<file path="config.mk">
export PLATFORM = sky130hd
export DESIGN_NAME = ovng_front
export DESIGN_NICKNAME = d
export VERILOG_FILES = /design/src/hdl/ovng_pkg.sv /design/src/hdl/ovng_front.sv
export SDC_FILE = /design/constraint.sdc
export NUM_CORES = 1
export LEC_CHECK = 0
export BUFFER_PORTS_ARGS = -buffer_cell sky130_fd_sc_hd__clkbuf_2
export CELL_PAD_IN_SITES_DETAIL_PLACEMENT = 1
export CELL_PAD_IN_SITES_GLOBAL_PLACEMENT = 2
export CORE_MARGIN = 2
export CORE_UTILIZATION = 39
export DETAILED_ROUTE_END_ITERATION = 8
export GPL_ROUTABILITY_DRIVEN = 1
export GPL_TIMING_DRIVEN = 1
export PLACE_DENSITY_LB_ADDON = 0.25
export SLEW_MARGIN = 5
export SYNTH_ARGS = -nofsm -noshare
export SYNTH_HDL_FRONTEND = slang
export SYNTH_SLANG_ARGS = --single-unit
</file>
<file path="constraint.sdc">
create_clock -name clk -period 5.2 [get_ports clk]
set_input_delay 0.78 -clock clk [delete_from_list [all_inputs] [get_ports clk]]
set_output_delay 0.78 -clock clk [all_outputs]
set_load 0.005 [all_outputs]
</file>
<file path="src/hdl/ovng_pkg.sv">
`default_nettype none
// ----------------------------------------------------------------------------
// ovng_pkg
// Shared types and constants of the octave value noise generator.
// ----------------------------------------------------------------------------
package ovng_pkg;

  localparam int GRID_SIZE_DEF = 256;

  localparam int SEED_W  = 16;
  localparam int SCALE_W = 32;
  localparam int SUM_W   = 52;
  localparam int WTS_W   = 36;

  localparam logic [3:0]         OCT_COUNT_RESET   = 4'd8;
  localparam logic [15:0]        OCT_FALLOFF_RESET = 16'd512;
  localparam logic [SCALE_W-1:0] SCALE_ONE         = 32'h0001_0000;
  localparam logic [SCALE_W-1:0] SCALE_MAX         = 32'hFFFF_FFFF;

  typedef enum logic [1:0] {
    REG_OCTAVE_COUNT   = 2'd0,
    REG_OCTAVE_FALLOFF = 2'd1
  } reg_index_t;

  typedef struct packed {
    logic [3:0]  count;
    logic [15:0] falloff;
  } cfg_t;

  typedef enum logic [10:0] {
    S_IDLE = 11'b00000000001,
    S_OCT  = 11'b00000000010,
    S_RD   = 11'b00000000100,
    S_B1   = 11'b00000001000,
    S_B2   = 11'b00000010000,
    S_B3   = 11'b00000100000,
    S_B4   = 11'b00001000000,
    S_B5   = 11'b00010000000,
    S_WAIT = 11'b00100000000,
    S_NORM = 11'b01000000000,
    S_DONE = 11'b10000000000
  } state_t;

endpackage
`default_nettype wire

</file>
<file path="src/hdl/ovng_front.sv">
`default_nettype none
// ----------------------------------------------------------------------------
// ovng_front
// Accepts input transactions, folds positions onto the grid and queues them.
// ----------------------------------------------------------------------------
module ovng_front #(
  parameter int GRID_SIZE = ovng_pkg::GRID_SIZE_DEF
) (
  input  wire logic                             clk,
  input  wire logic                             rst,
  input  wire logic                             push,
  output      logic                             full,
  input  wire logic                             kind,
  input  wire logic [7:0]                       pos_x,
  input  wire logic [7:0]                       pos_y,
  input  wire logic [ovng_pkg::SEED_W-1:0]      seed_value,
  output      logic                             item_valid,
  input  wire logic                             item_take,
  output      logic                             item_query,
  output      logic [$clog2(GRID_SIZE)-1:0]     item_x,
  output      logic [$clog2(GRID_SIZE)-1:0]     item_y,
  output      logic [ovng_pkg::SEED_W-1:0]      item_seed
);
  import ovng_pkg::*;

  localparam int LOG = $clog2(GRID_SIZE);

  logic [LOG+7:0] x_ext, y_ext;
  logic           q_query [2];
  logic [LOG-1:0] q_x     [2];
  logic [LOG-1:0] q_y     [2];
  logic [SEED_W-1:0] q_seed [2];
  logic           wr_ptr, rd_ptr;
  logic [1:0]     count;
  logic           do_push, do_pop;

  // fold the position modulo the grid size
  assign x_ext = {{LOG{1'b0}}, pos_x};
  assign y_ext = {{LOG{1'b0}}, pos_y};

  assign full       = (count == 2'd2);
  assign item_valid = (count != 2'd0);
  assign do_push    = push && !full;
  assign do_pop     = item_take && item_valid;

  assign item_query = q_query[rd_ptr];
  assign item_x     = q_x[rd_ptr];
  assign item_y     = q_y[rd_ptr];
  assign item_seed  = q_seed[rd_ptr];

  always_ff @(posedge clk) begin
    if (do_push) begin
      q_query[wr_ptr] <= kind;
      q_x[wr_ptr]     <= x_ext[LOG-1:0];
      q_y[wr_ptr]     <= y_ext[LOG-1:0];
      q_seed[wr_ptr]  <= seed_value;
    end
  end

  always_ff @(posedge clk) begin
    if (rst) begin
      wr_ptr <= 1'b0;
      rd_ptr <= 1'b0;
      count  <= 2'd0;
    end else begin
      if (do_push) wr_ptr <= !wr_ptr;
      if (do_pop)  rd_ptr <= !rd_ptr;
      case ({do_push, do_pop})
        2'b10:   count <= count + 2'd1;
        2'b01:   count <= count - 2'd1;
        default: count <= count;
      endcase
    end
  end

endmodule
`default_nettype wire

</file>
Word level (Yosys, flattened, before mapping):

Memory sizes are Yosys's and may differ from the RTL's. A register that Yosys moved wholly into a read port is not among the register bits.
Index checks and enable logic that the tools add are counted.
Widths: inputs -> output; s select.

* register bits: 4
* memory bits (writable): 66
* output and inout port bits: 35
* memories: 4

* $add $sub $neg: 2
* eq/ne operators: 3
* muxes and demuxes: 11
* reductions and logical operators: 7

Memory list
* q_seed: words 2, bits a word 16, rd ports 1, clocked after memory_dff 1, wr ports 1, line ovng_front.sv:32 `logic [SEED_W-1:0] q_seed [2];`
* q_x: words 2, bits a word 8, rd ports 1, clocked after memory_dff 1, wr ports 1, line ovng_front.sv:30 `logic [LOG-1:0] q_x [2];`
* q_y: words 2, bits a word 8, rd ports 1, clocked after memory_dff 1, wr ports 1, line ovng_front.sv:31 `logic [LOG-1:0] q_y [2];`
* q_query: words 2, bits a word 1, rd ports 1, clocked after memory_dff 1, wr ports 1, line ovng_front.sv:29 `logic q_query [2];`

Operator list (number)
* $mux 1: 10
* $eq 2x2->1 const B: 2
* $pmux 2 s2: 1
* $reduce_bool 2->1: 2
* $logic_not 1->1: 3
* $add 2x1->2 const B: 1
* $eq 2x1->1 const B: 1
* $logic_and 1x1->1: 2
* $sub 2x1->2 const B: 1

Longest topological paths before layout:

* depth after elaboration: 5
* depth in mapped cells: 6
* mapped depth without buffers: 6

Worst setup path before layout:

Ideal clock, no wire load.

* kind: input to register
* from: input port push
* to: memory q_query[0], enable pin
* library setup time: 0.388 ns
* arrival: 1.829 ns
* path slack: 2.984 ns
* stages: 3
* buffers on the path: 0
* cell sequence: inv_1 > or3_1 > inv_1

* word-level cells in the longest chain between the ends: 3

RTL lines
* from (decl): line ovng_front.sv:11 `input wire logic push,`
* $logic_and 1x1->1: line ovng_front.sv:43 `assign do_push = push && !full;`
* $mux 1: line ovng_front.sv:52 `if (do_push) begin`
* $mux 1 (not written as such): line ovng_front.sv:53 `q_query[wr_ptr] <= kind;`
* to (decl): line ovng_front.sv:29

No other way between the ends.

==> results.sh <==
export IMPL_critical_path_top_delay_family="flip-flops"
export IMPL_synth_edf_count=66
export IMPL_max_freq_ghz=0.353
export IMPL_drtIter0Drc=61
export IMPL_fp_row_count=29
export IMPL_cts_sinks=71
export IMPL_r2r_start="count[0]$_SDFFE_PP0P_"
export IMPL_criticalPathCategory="flip-flop to output port"
export IMPL_final_setup_skew_ps=7.37
export IMPL_io_buffers=71
export IMPL_syn_nets=167
export IMPL_num_vias=1383
export IMPL_ctsResizeCount=0
export IMPL_yosysTopAreaCell="edfxtp_1"
export IMPL_worstPathMaxFanout=18
export IMPL_antenna_found_initial=0
export IMPL_numCtsBuffers=9
export IMPL_hold_buffers=0
export IMPL_syn_cell_area_um2=2600
export IMPL_worstMarginPinSlew_ps=816
export IMPL_clk_latency_ps=320
export IMPL_path_buf_inv=2
export IMPL_gp_congestion=0.741
export IMPL_final_util_pct=51.4
export IMPL_fin_nets=247
export IMPL_final_setup_tns_ps=0
export IMPL_drv_cap=0
export IMPL_synthTopCellsByArea="edfxtp_1, mux2_2, mux2_1"
export IMPL_ys_async_sr_fraction_pct=0
export IMPL_diodes=0
export IMPL_fin_ws_ps=2370
export IMPL_cp_cell_sequence="buf_4 -> mux2_2 -> clkbuf_2"
export IMPL_required_ps=4420
export IMPL_clkTransAtPathRegs_ps=70
export IMPL_start_util_pct=40.7
export IMPL_dr_pass1_iters=4
export IMPL_grt_pass1_vias=1584
export IMPL_fin_area_um2=3280
export IMPL_die_area_um2=7330
export IMPL_cts_root_buf="clkbuf_8"
export IMPL_synth_top_area_share_pct=76.3
export IMPL_hpwl_um=3400
export IMPL_crit_arrival_ps=2050
export IMPL_ioPinCount=72
export IMPL_die_w_um=85.6
export IMPL_cts_tree="yes"
export IMPL_rsz0062_at_grt="no"
export IMPL_synth_warnings=0
export IMPL_critPathSlowestCell="dfxtp_1"
export IMPL_die_h_um=85.6
export IMPL_worstSetupEndpointType="output port"
export IMPL_startpoint_type="flip-flop"
export IMPL_ys_ff_latch=71
export IMPL_finalPower_mw=1.64
export IMPL_placed_area_um2=3050
export IMPL_min_period_over_period_pct=54.5
export IMPL_hp_start="wr_ptr$_SDFFE_PP0P_"
export IMPL_overflow=0
export IMPL_fin_crit_ps=2830
export IMPL_via_per_inst=4.75
export IMPL_areaGrowthSynthToFinish_pct=26.3
export IMPL_cts_buffer_depth=2
export IMPL_leakage_nw=1.27
export IMPL_ir_worst_vdd_v=0.000271
export IMPL_slowest_delay_ps=860
export IMPL_finalWirelength_um=4900
export IMPL_slew_viol_final=0
export IMPL_hold_path_class="flip-flop to flip-flop"
export IMPL_postCtsSetupBuffers=0
export IMPL_power_density_nw_per_um2=499
export IMPL_ys_seq_area_share_pct=80.1
export IMPL_wl_per_cell_um=16.8
export IMPL_grt_pass1_wl_um=7810
export IMPL_slew_headroom_pct=45.5
export IMPL_synthDistinctLibCells=20
export IMPL_htreeDepth=3
export IMPL_grtUsageTotal_pct=14.4
export IMPL_syn_area_per_cell_um2=20.1
export IMPL_hold_viol=0
export IMPL_coreArea_um2=6390
export IMPL_nFillCells=628
export IMPL_ant_nets=0
export IMPL_drc_errors=0
export IMPL_drive_gt1_share_pct=50.9
export IMPL_run_status="finished, final reports clean"
export IMPL_dp_slack_ps=2670
export IMPL_grt_max_degree=34
export IMPL_final_setup_viol_count=0
export IMPL_synth_main_ff_cell="edfxtp_1"
export IMPL_synthCells=129
cell usage after synthesis, drive strengths merged (2+ instances only):
master and instances:
xnor2 2, a21oi 2, inv 3, nor2 3, or3 2, mux2 33
edfxtp 66, o21ai 2, buf 3, dfxtp 5
area by class of cell:
class	count	area, µm²	share of cell area, %
sequential	71	2080	63.4
inverter	3	11.3	0.343
multi-input combinational	51	488	14.9
clock buffer	9	124	3.77
timing repair buffer	73	370	11.3
clock inverter	7	111	3.39
tap	77	96.3	2.93
worst min-delay path, cell delays in order, from the launching register on:
cell and delay, ps:
dfxtp_1 320, o21ai_0 70, a21oi_1 60
worst paths after layout:
check	to	slack [ps]	depth (start not counted)
max reg2reg	q_x[0][4]$_DFFE_PP_	3420	5
max	item_y[3]	2370	3
min reg2reg	wr_ptr$_SDFFE_PP0P_	490	2
min	wr_ptr$_SDFFE_PP0P_	490	2
per-layer routing:
metal | part of all wire [%] | vias to the layer above | track usage [%]
met5 | 0 | - | 0
met4 | 0.88 | 0 | 6.49
met3 | 4.1 | 4 | 3.27
met2 | 57 | 36 | 26.5
met1 | 38 | 688 | 15.7
li1 | - | 655 | -
report_power, final:
part / internal [mW] / leakage (nW) / switching (mW)
registers: 0.724 / 0.659 / 0.0481
clock network: 0.315 / 0.118 / 0.191
logic: 0.188 / 0.497 / 0.172
state kept, by name (all words and copies together) (netlist names), named ones only:
register  flops
wr_ptr        1
q_x          16
rd_ptr        1
q_y          16
count         2
q_query       2
q_seed       32
cells by family (layout without fill, tap and decap cells):
group	count (synthesis)	count (layout)	share of synthesized area, %
AO/OA/AOI/OAI	5	5	1.06
XOR/XNOR	3	3	1.01
adder cells (fa/ha/maj)	1	1	0.481
buffers and inverters	7	92	1.16
flip-flops	71	71	80.1
multiplexers	33	33	14.3
AND/OR/NAND/NOR	9	9	1.88
stage by stage:
stage / instances / hold WS [ps]
3_5_place_dp: 275 / 495
2_1_floorplan: 129 / 452
3_3_place_gp: 275 / 470
6_report: 291 / 495
5_1_grt: 291 / 532
4_1_cts: 291 / 506
cell usage in the layout, fill, tap and decap left out, drive strengths merged, types with 2 or more instances in the layout:
master / n
o21ai: 2
a21oi: 2
nor2: 3
or3: 2
bufinv: 3
clkbuf: 80
clkinv: 4
edfxtp: 66
buf: 2
xnor2: 2
mux2: 33
inv: 3
dfxtp: 5
(Power assumes the default switching activity.)
